**config.mk**
```make
export PLATFORM = sky130hd
export DESIGN_NAME = ppm_frame_decoder_axis_map_unit
export DESIGN_NICKNAME = d
export VERILOG_FILES = /design/src/hw/rtl/pfd_pkg.sv /design/src/hw/rtl/ppm_frame_decoder_axis_map_unit.sv /design/src/hw/rtl/pfd_ctrl.sv /design/src/hw/rtl/pfd_dp.sv
export SDC_FILE = /design/constraint.sdc
export NUM_CORES = 2
export LEC_CHECK = 0
export BUFFER_PORTS_ARGS = -buffer_cell sky130_fd_sc_hd__buf_2
export CELL_PAD_IN_SITES_DETAIL_PLACEMENT = 0
export CELL_PAD_IN_SITES_GLOBAL_PLACEMENT = 1
export CORE_UTILIZATION = 30
export DETAILED_ROUTE_END_ITERATION = 8
export PLACE_DENSITY_LB_ADDON = 0.2
export SLEW_MARGIN = 20
export SYNTH_ARGS = -nofsm -noshare
export SYNTH_HDL_FRONTEND = slang
export SYNTH_SLANG_ARGS = --single-unit
```
**constraint.sdc**
```tcl
create_clock -name clock -period 12.8 [get_ports clock]
set_clock_uncertainty 0.15 [all_clocks]
set_input_delay 2.56 -clock clock [delete_from_list [all_inputs] [get_ports clock]]
set_output_delay 2.56 -clock clock [all_outputs]
set_load 0.05 [all_outputs]
```
**src/hw/rtl/pfd_pkg.sv**
```systemverilog
package pfd_pkg;

   localparam int unsigned CSR_ADDR_W = 3;
   localparam int unsigned CSR_DATA_W = 16;

   typedef enum logic [CSR_ADDR_W-1:0] {
      CSR_SYNC_THRESHOLD = 3'd0,
      CSR_MIN_WIDTH      = 3'd1,
      CSR_MAX_WIDTH      = 3'd2,
      CSR_DEADBAND       = 3'd3,
      CSR_INVERT_MASK    = 3'd4,
      CSR_SLIDER_MASK    = 3'd5
   } csr_index_type;

   localparam logic [15:0] SYNC_THRESHOLD_RST = 16'd2700;
   localparam logic [11:0] MIN_WIDTH_RST      = 12'd900;
   localparam logic [11:0] MAX_WIDTH_RST      = 12'd2100;
   localparam logic [8:0]  DEADBAND_RST       = 9'd20;
   localparam logic [7:0]  INVERT_MASK_RST    = 8'd6;
   localparam logic [7:0]  SLIDER_MASK_RST    = 8'd48;

   localparam logic [11:0] WIDTH_RST = 12'd1500;

   localparam logic signed [13:0] CENTRE_US      = 14'sd1500;
   localparam logic signed [13:0] HALF_SPAN_US   = 14'sd500;
   localparam logic signed [13:0] SLIDER_BASE_US = 14'sd1000;
   localparam logic signed [16:0] AXIS_GAIN      = 17'sd65534;
   localparam logic signed [16:0] SLIDER_GAIN    = 17'sd32767;
   localparam logic signed [22:0] AXIS_OFFSET    = 23'sd32767;
   localparam logic signed [22:0] AXIS_LIMIT     = 23'sd32767;

   // ceil(2^38 / 1000): exact floor division by 1000 for operands below 2^30
   localparam logic [28:0] RECIP_1000 = 29'd274877907;
   localparam int unsigned RECIP_SHIFT = 38;

   typedef enum logic [2:0] {
      ST_IDLE,
      ST_EVAL,
      ST_MUL1,
      ST_MUL2,
      ST_MAP,
      ST_SEND
   } state_type;

   typedef struct packed {
      logic capture;
      logic store;
      logic clear_pos;
      logic first_chan;
      logic next_chan;
      logic mul1;
      logic mul2;
      logic load_out;
   } cmd_type;

   typedef struct packed {
      logic is_sync;
      logic have_chan;
      logic last_chan;
   } status_type;

endpackage

```
**src/hw/rtl/ppm_frame_decoder_axis_map_unit.sv**
```systemverilog
// Channel | Direction | Transfer content
// req     | in        | tdata[31:0] edge_time_us
// rsp     | out       | tdata[2:0] channel, [14:3] raw_width_us, [30:15] axis_value;
//         |           | tlast last_in_frame
// csr     | in        | write enable, register index, 16-bit write data
// An edge is handled as transfer, then interval check and channel store.
// At a frame end with captured channels, each channel in turn passes the gain multiplier,
// the divide-by-1000 reciprocal multiplier and the clamp, and is then sent.
// Reset is synchronous and restores registers, widths (1500) and position.
// A stalled result holds the sequencer; req_tready stays low until the frame is sent.
module ppm_frame_decoder_axis_map_unit #(
   parameter int unsigned NUM_CHANNELS = 6
) (
   input  logic                           clock,
   input  logic                           reset,
   input  logic                           req_tvalid,
   output logic                           req_tready,
   input  logic [31:0]                    req_tdata,  // edge_time_us
   output logic                           rsp_tvalid,
   input  logic                           rsp_tready,
   output logic [31:0]                    rsp_tdata,  // channel, raw_width_us, axis_value
   output logic                           rsp_tlast,
   input  logic                           csr_we,
   input  logic [pfd_pkg::CSR_ADDR_W-1:0] csr_addr,
   input  logic [pfd_pkg::CSR_DATA_W-1:0] csr_wdata
);

   pfd_pkg::cmd_type    cmd;
   pfd_pkg::status_type status;
   logic [2:0]          channel;
   logic [11:0]         raw_width_us;
   logic signed [15:0]  axis_value;
   logic                last_in_frame;

   pfd_ctrl u_ctrl (
      .clock      (clock),
      .reset      (reset),
      .req_tvalid (req_tvalid),
      .req_tready (req_tready),
      .rsp_tvalid (rsp_tvalid),
      .rsp_tready (rsp_tready),
      .status     (status),
      .cmd        (cmd)
   );

   pfd_dp #(
      .NUM_CHANNELS (NUM_CHANNELS)
   ) u_dp (
      .clock         (clock),
      .reset         (reset),
      .csr_we        (csr_we),
      .csr_addr      (csr_addr),
      .csr_wdata     (csr_wdata),
      .edge_time_us  (req_tdata),
      .cmd           (cmd),
      .status        (status),
      .channel       (channel),
      .raw_width_us  (raw_width_us),
      .axis_value    (axis_value),
      .last_in_frame (last_in_frame)
   );

   assign rsp_tdata = {1'b0, axis_value, raw_width_us, channel};
   assign rsp_tlast = last_in_frame;

   a_one_item: assert property (@(posedge clock) disable iff (reset)
      rsp_tvalid |-> !req_tready)
      else $error("input taken while a result is pending");

   a_frame_done: assert property (@(posedge clock) disable iff (reset)
      rsp_tvalid && rsp_tready && rsp_tlast |=> req_tready)
      else $error("no return to idle after last transfer");

   a_axis_range: assert property (@(posedge clock) disable iff (reset)
      rsp_tvalid |-> rsp_tdata[30:15] != 16'h8000)
      else $error("axis value out of range");

   a_chan_range: assert property (@(posedge clock) disable iff (reset)
      rsp_tvalid |-> 32'(rsp_tdata[2:0]) < NUM_CHANNELS)
      else $error("channel index out of range");

endmodule

```
**src/hw/rtl/pfd_ctrl.sv**
```systemverilog
module pfd_ctrl (
   input  logic                clock,
   input  logic                reset,
   input  logic                req_tvalid,
   output logic                req_tready,
   output logic                rsp_tvalid,
   input  logic                rsp_tready,
   input  pfd_pkg::status_type status,
   output pfd_pkg::cmd_type    cmd
);

   pfd_pkg::state_type state_ff;
   pfd_pkg::state_type state_in;

   always_ff @(posedge clock) begin
      if (reset) begin
         state_ff <= pfd_pkg::ST_IDLE;
      end else begin
         state_ff <= state_in;
      end
   end

   always_comb begin
      state_in   = state_ff;
      cmd        = '0;
      req_tready = 1'b0;
      rsp_tvalid = 1'b0;
      case (state_ff)
         pfd_pkg::ST_IDLE: begin
            req_tready = 1'b1;
            if (req_tvalid) begin
               cmd.capture = 1'b1;
               state_in    = pfd_pkg::ST_EVAL;
            end
         end
         pfd_pkg::ST_EVAL: begin
            if (status.is_sync) begin
               cmd.clear_pos = 1'b1;
               if (status.have_chan) begin
                  cmd.first_chan = 1'b1;
                  state_in       = pfd_pkg::ST_MUL1;
               end else begin
                  state_in = pfd_pkg::ST_IDLE;
               end
            end else begin
               cmd.store = 1'b1;
               state_in  = pfd_pkg::ST_IDLE;
            end
         end
         pfd_pkg::ST_MUL1: begin
            cmd.mul1 = 1'b1;
            state_in = pfd_pkg::ST_MUL2;
         end
         pfd_pkg::ST_MUL2: begin
            cmd.mul2 = 1'b1;
            state_in = pfd_pkg::ST_MAP;
         end
         pfd_pkg::ST_MAP: begin
            cmd.load_out = 1'b1;
            state_in     = pfd_pkg::ST_SEND;
         end
         pfd_pkg::ST_SEND: begin
            rsp_tvalid = 1'b1;
            if (rsp_tready) begin
               if (status.last_chan) begin
                  state_in = pfd_pkg::ST_IDLE;
               end else begin
                  cmd.next_chan = 1'b1;
                  state_in      = pfd_pkg::ST_MUL1;
               end
            end
         end
         default: begin
            state_in = pfd_pkg::ST_IDLE;
         end
      endcase
   end

endmodule

```
**src/hw/rtl/pfd_dp.sv**
```systemverilog
module pfd_dp #(
   parameter int unsigned NUM_CHANNELS = 6
) (
   input  logic                               clock,
   input  logic                               reset,
   input  logic                               csr_we,
   input  logic [pfd_pkg::CSR_ADDR_W-1:0]     csr_addr,
   input  logic [pfd_pkg::CSR_DATA_W-1:0]     csr_wdata,
   input  logic [31:0]                        edge_time_us,
   input  pfd_pkg::cmd_type                   cmd,
   output pfd_pkg::status_type                status,
   output logic [2:0]                         channel,
   output logic [11:0]                        raw_width_us,
   output logic signed [15:0]                 axis_value,
   output logic                               last_in_frame
);

   localparam int unsigned IDX_W = (NUM_CHANNELS > 1) ? $clog2(NUM_CHANNELS) : 1;
   localparam int unsigned POS_W = $clog2(NUM_CHANNELS + 1);

   logic [15:0] sync_threshold_ff;
   logic [11:0] min_width_ff;
   logic [11:0] max_width_ff;
   logic [8:0]  deadband_ff;
   logic [7:0]  invert_mask_ff;
   logic [7:0]  slider_mask_ff;

   logic [31:0]      prev_time_ff;
   logic [31:0]      pulse_ff;
   logic [POS_W-1:0] pos_ff;
   logic [2:0]       idx_ff;
   logic [11:0]      widths_ff [NUM_CHANNELS];

   logic [11:0]        wsel_ff;
   logic               slider_ff;
   logic               invert_ff;
   logic signed [30:0] prod1_ff;
   logic [58:0]        prod2_ff;
   logic               neg_ff;
   logic [11:0]        width_out_ff;
   logic signed [15:0] axis_out_ff;

   logic [11:0]        wsel;
   logic               sel_slider;
   logic signed [13:0] c_s;
   logic [13:0]        c_mag;
   logic signed [13:0] t_s;
   logic signed [16:0] k_s;
   logic signed [30:0] prod1_in;
   logic [30:0]        mag;
   logic [58:0]        prod2_in;
   logic [20:0]        quot;
   logic signed [22:0] v_s;
   logic signed [22:0] v_clamp;
   logic signed [15:0] axis_in;
   logic [11:0]        clamped_width;
   logic               pos_full;

   always_ff @(posedge clock) begin
      if (reset) begin
         sync_threshold_ff <= pfd_pkg::SYNC_THRESHOLD_RST;
         min_width_ff      <= pfd_pkg::MIN_WIDTH_RST;
         max_width_ff      <= pfd_pkg::MAX_WIDTH_RST;
         deadband_ff       <= pfd_pkg::DEADBAND_RST;
         invert_mask_ff    <= pfd_pkg::INVERT_MASK_RST;
         slider_mask_ff    <= pfd_pkg::SLIDER_MASK_RST;
      end else if (csr_we) begin
         case (csr_addr)
            pfd_pkg::CSR_SYNC_THRESHOLD: sync_threshold_ff <= csr_wdata;
            pfd_pkg::CSR_MIN_WIDTH:      min_width_ff      <= csr_wdata[11:0];
            pfd_pkg::CSR_MAX_WIDTH:      max_width_ff      <= csr_wdata[11:0];
            pfd_pkg::CSR_DEADBAND:       deadband_ff       <= csr_wdata[8:0];
            pfd_pkg::CSR_INVERT_MASK:    invert_mask_ff    <= csr_wdata[7:0];
            pfd_pkg::CSR_SLIDER_MASK:    slider_mask_ff    <= csr_wdata[7:0];
            default: ;
         endcase
      end
   end

   assign pos_full = (pos_ff >= POS_W'(NUM_CHANNELS));

   always_comb begin
      if (pulse_ff < {20'd0, min_width_ff}) begin
         clamped_width = min_width_ff;
      end else if (pulse_ff > {20'd0, max_width_ff}) begin
         clamped_width = max_width_ff;
      end else begin
         clamped_width = pulse_ff[11:0];
      end
   end

   always_ff @(posedge clock) begin
      if (reset) begin
         prev_time_ff <= '0;
         pos_ff       <= '0;
         idx_ff       <= '0;
         for (int i = 0; i < NUM_CHANNELS; i++) begin
            widths_ff[i] <= pfd_pkg::WIDTH_RST;
         end
      end else begin
         if (cmd.capture) begin
            prev_time_ff <= edge_time_us;
         end
         if (cmd.clear_pos) begin
            pos_ff <= '0;
         end else if (cmd.store && !pos_full) begin
            widths_ff[pos_ff[IDX_W-1:0]] <= clamped_width;
            pos_ff                       <= pos_ff + POS_W'(1);
         end
         if (cmd.first_chan) begin
            idx_ff <= '0;
         end else if (cmd.next_chan) begin
            idx_ff <= idx_ff + 3'd1;
         end
      end
   end

   always_ff @(posedge clock) begin
      if (cmd.capture) begin
         pulse_ff <= edge_time_us - prev_time_ff;
      end
   end

   assign status.is_sync   = (pulse_ff > {16'd0, sync_threshold_ff});
   assign status.have_chan = (pos_ff != '0);
   assign status.last_chan = (idx_ff == 3'(NUM_CHANNELS - 1));

   assign wsel       = widths_ff[idx_ff[IDX_W-1:0]];
   assign sel_slider = slider_mask_ff[idx_ff];

   always_comb begin
      c_s   = $signed({2'b00, wsel}) - pfd_pkg::CENTRE_US;
      c_mag = c_s[13] ? 14'(-c_s) : 14'(c_s);
      if (sel_slider) begin
         t_s = $signed({2'b00, wsel}) - pfd_pkg::SLIDER_BASE_US;
         k_s = pfd_pkg::SLIDER_GAIN;
      end else begin
         if (c_mag <= {5'd0, deadband_ff}) begin
            t_s = pfd_pkg::HALF_SPAN_US;
         end else begin
            t_s = c_s + pfd_pkg::HALF_SPAN_US;
         end
         k_s = pfd_pkg::AXIS_GAIN;
      end
      prod1_in = 31'(t_s) * 31'(k_s);
   end

   always_ff @(posedge clock) begin
      if (cmd.mul1) begin
         prod1_ff  <= prod1_in;
         wsel_ff   <= wsel;
         slider_ff <= sel_slider;
         invert_ff <= invert_mask_ff[idx_ff];
      end
   end

   always_comb begin
      mag      = prod1_ff[30] ? 31'(-prod1_ff) : 31'(prod1_ff);
      prod2_in = 59'(mag[29:0]) * 59'(pfd_pkg::RECIP_1000);
   end

   always_ff @(posedge clock) begin
      if (cmd.mul2) begin
         prod2_ff <= prod2_in;
         neg_ff   <= prod1_ff[30];
      end
   end

   always_comb begin
      quot = prod2_ff[58:pfd_pkg::RECIP_SHIFT];
      v_s  = neg_ff ? -$signed({2'b00, quot}) : $signed({2'b00, quot});
      if (!slider_ff) begin
         v_s = v_s - pfd_pkg::AXIS_OFFSET;
      end
      if (v_s > pfd_pkg::AXIS_LIMIT) begin
         v_clamp = pfd_pkg::AXIS_LIMIT;
      end else if (v_s < -pfd_pkg::AXIS_LIMIT) begin
         v_clamp = -pfd_pkg::AXIS_LIMIT;
      end else begin
         v_clamp = v_s;
      end
      if (!slider_ff && invert_ff) begin
         axis_in = 16'(-v_clamp);
      end else begin
         axis_in = 16'(v_clamp);
      end
   end

   always_ff @(posedge clock) begin
      if (cmd.load_out) begin
         width_out_ff <= wsel_ff;
         axis_out_ff  <= axis_in;
      end
   end

   assign channel       = idx_ff;
   assign raw_width_us  = width_out_ff;
   assign axis_value    = axis_out_ff;
   assign last_in_frame = status.last_chan;

endmodule

```
==> reports/metrics.csv <==
stage,metric,value,unit
status,result of the run,"complete, no violations",
final_layout,final standard cell utilization of the core,33.8,%
clock_tree,number of buffers inserted by hold repair at cts,0,
final_layout,share of post-route cells with drive strength above 1,8.09,%
sta,Pins Over Slew Limit,0,
clock_tree,Inserted Clock Buffers,43,
sta,Fmax achieved,84.6,MHz
floorplan,row count,127,
clock_tree,library cell used as clock root buffer,clkbuf_16,
global_routing,global router's overall resource usage,16.1,%
critical_path,Critical Path Sink Type,register,
clock_tree,post-CTS resize count,0,
floorplan,total die area,0.123,mm^2
synth,commonest register cell after synthesis,edfxtp_1,
pwr,Internal Power,0.00328,W
critical_path,critical-path maximum fanout,15,
clock_tree,H-tree level count,2,
floorplan,Initial Util,30.3,%
global_routing,maximum number of pins on one net before global-route repair,65,
drt,post-route antenna net violation count,0,
clock_tree,total clock sinks,332,
critical_path,worst reg-to-reg path cell count,46,
run,number of maximum-capacitance violations,0,
drt,routed length on met3,3170,um
pwr,clock network power share,24.7,%
synth,share of synthesized registers carrying an async set or reset,0,%
pwr,switch share,37.7,%
global_routing,total overflow reported by the global router,0,
synth,Yosys reg bits,332,
synth,combined area of all synthesized cells,0.0364,mm^2
pwr,leakage power total,18.6,nW
drt,top layer reached by signal wires,met5,
drt,mean routed wirelength per cell,17.7,um
floorplan,I/O pin total,91,
drt,detailed-routing wirelength on met1,45500,um
drt,via count of the routed design,25100,
placed_design,placed wire-length estimate after detailed placement,77000,um
drt,number of DRC markers after the initial detailed-route iteration,1085,
drt,Remaining DRCs,0,
synth,number of distinct standard cells referenced by the synthesized netlist,96,
placed_design,IO buf count,89,
synth,register area share after synthesis,24.4,%
synth,dominant cells by area after synthesis,"fa_1, ha_1, edfxtp_1",
critical_path,category of the worst setup path launch point,register,
sta,Worst-Margin Slew,1.05,ns
synth,number of flops mapped to enable cells by yosys,223,
pwr,worst vdd rail ir drop,0.203,mV
synth,synth warn,0,
sta,final hold violations,0,
sta,max_slew headroom,29.7,%
final_layout,final-stage net count,4789,
pwr,portion of total power attributed to sequential cells,25.8,%
final_layout,area added between synthesis and finish,11.6,%
placed_design,cell total after placement,5362,
sta,final critical-path required period,11.81,ns
clock_tree,maximum clock path buffer count,3,
critical_path,Stages on worst setup path,46,
synth,mean instance size in the synthesized netlist,9.93,um^2
pwr,relative contribution of combinational cells to total power,49.5,%
sta,Setup Viol. Count Final,0,
global_routing,first-pass GRT wire length,152000,um
critical_path,critical-path cell with the highest stage delay,fa_1,
sta,smallest hold slack,0.268,ns
synth,top cell type's share of synthesized area,20.3,%
pwr,Pwr per Cell Area,130,mW/mm^2
floorplan,Std-Cell Core Area,0.120,mm^2
sta,final worst-path cycle share,92.3,%
clock_tree,setup bufs post-CTS,0,
drt,detailed route wirelength on metal2,45600,um
critical_path,Crit Path Category,register to register,
sta,setup slack after layout,0.987,ns
clock_tree,"Clk pin slew, worst setup/hold paths",0.06,ns
min_path,number of instances on the worst hold path,0,
critical_path,WP data required,13.00,ns
drt,number of iterations in the first detailed-routing pass,5,
pwr,Net Switching,0.00199,W
sta,RSZ-0062 raised after global routing,no,
clock_tree,clock insertion delay at the later pin of the skew report,0.61,ns
global_routing,via count of the first global-routing pass,26300,
final_layout,number of standard cells in the final layout excluding fillers,5445,
placed_design,final estimated routing congestion in global placement,0.824,
sta,Setup Total Neg Slack,0,ns
critical_path,Crit path buffers/inverters,7,
global_routing,initial antenna violation count,3,
synth,Synth Instances,3666,
critical_path,critical path's top delay family,adder cells,
critical_path,worst endpoint data arrival time,12.02,ns
clock_tree,TritonCTS clock tree,done,
synth,"area leader, netlist",fa_1,
min_path,Min-Delay Path Class,register to register,
critical_path,CP peak stage delay,0.61,ns
floorplan,die width,350,um
drt,routed vias/inst,4.60,
synth,most frequent cells after synthesis,"inv_1, ha_1, fa_1, nand2_1, edfxtp_1",
synth,cell with the most instances after synthesis,inv_1,
drt,final WL,96200,um
placed_design,worst setup slack before clock tree synthesis,0.583,ns
floorplan,Die H,350,um
[cell families (layout without fill, tap and decap cells)]
group,count (synthesis),in the layout,share of synthesized area (%)
adders and majority gates,937,937,39.8
buffers and inverters,817,958,8.63
and+or+nand+nor,803,803,10.4
AOI/OAI and AO/OA,538,538,9.78
DFF,332,332,24.4
xor gates and xnor gates,174,174,4.21
muxes,64,64,2.78
other,1,27,0.0103
[area by class of cell]
type | count | area (um^2)
Sequential cell | 332 | 8880
Inverter | 735 | 2760
Antenna cell | 2 | 5.00
Multi-Input combinational cell | 2541 | 24600
Timing Repair Buffer | 143 | 873
Clock inverter | 31 | 398
Clock buffer | 49 | 1100
Tap cell | 1612 | 2020
Fill cell | 12500 | 79500
[power groups by stage]
stage / logic, W / registers, W / clock network, W
5_1_grt: 0.00302 / 0.00136 / 0.00138
3_3_place_gp: 0.00264 / 0.00138 / 0
6_report: 0.00261 / 0.00136 / 0.00130
3_5_place_dp: 0.00262 / 0.00138 / 0
4_1_cts: 0.00266 / 0.00136 / 0.00135
2_1_floorplan: 0.00210 / 0.00137 / 0
[layer usage]
metal / vias up / track usage [%]
met5: - / 0
met4: 2 / 3.63
met3: 87 / 2.21
met2: 293 / 27.2
met1: 12200 / 21.7
li1: 12500 / -
[path summary, 6_finish.rpt]
path | from | end | slack [ns]
hold / removal | u_dp.wsel_ff[6] | u_dp.raw_width_us[6] | 0.27
setup reg to reg | register | u_dp.prod1_ff[29] | 0.99
hold reg to reg | u_dp.wsel_ff[6] | u_dp.raw_width_us[6] | 0.27
setup / recovery | register | u_dp.prod1_ff[29] | 0.99
[state kept, by name, summed over array words and instances (netlist names), named ones only]
register and flops:
u_dp.raw_width_us 12, u_dp.neg_ff 1, u_dp.pulse_ff 32, u_dp.min_width_ff 12, u_dp.invert_ff 1, u_dp.prev_time_ff 32
u_dp.slider_ff 1, u_dp.widths_ff 96, u_dp.max_width_ff 12, u_dp.prod1_ff 31, u_ctrl.state_ff 3, u_dp.slider_mask_ff 8
u_dp.invert_mask_ff 8, u_dp.deadband_ff 9, u_dp.prod2_ff 21, u_dp.axis_value 16, u_dp.wsel_ff 12, u_dp.channel 3
u_dp.sync_threshold_ff 16, u_dp.pos_ff 3
[stage by stage]
step | instance area (um^2) | total power (W)
final | 40600 | 0.00526
after global routing | 40600 | 0.00576
after CTS | 40600 | 0.00536
after detailed placement | 39100 | 0.00400
after global placement | 39100 | 0.00402
after floorplan | 36500 | 0.00348
[worst reg2reg max path: cells and delay by family, from the launching register on]
| family | cells | cell delay, ns |
|---|---|---|
| DFF | 1 | 0.53 |
| adders and majority gates | 9 | 3.96 |
| muxes | 2 | 0.94 |
| buffers and inverters | 7 | 0.81 |
| AOI/OAI and AO/OA | 20 | 3.86 |
| xor gates and xnor gates | 1 | 0.08 |
| and+or+nand+nor | 7 | 1.23 |
[layout by cell type (no fill, tap or decap), types with 15 or more instances in the layout]
cell type / n
fa_1: 369
ha_1: 568
nor4_1: 15
conb_1: 25
a211o_1: 21
nor2b_1: 25
nand3_1: 50
nor3_1: 38
and3_1: 17
edfxtp_1: 223
o31ai_1: 27
a21o_1: 63
and2_1: 23
clkbuf_16: 43
o21a_1: 29
xor2_1: 42
mux2i_1: 20
a21oi_1: 183
buf_4: 54
dfxtp_1: 108
xnor2_1: 122
mux4_2: 28
a211oi_1: 17
or3_1: 19
nand4_1: 22
inv_1: 733
nand2_1: 315
nand2b_1: 28
o21ai_0: 66
o211ai_1: 15
nor2_1: 188
buf_2: 88
Note: power is estimated with default switching activity, not from simulation.
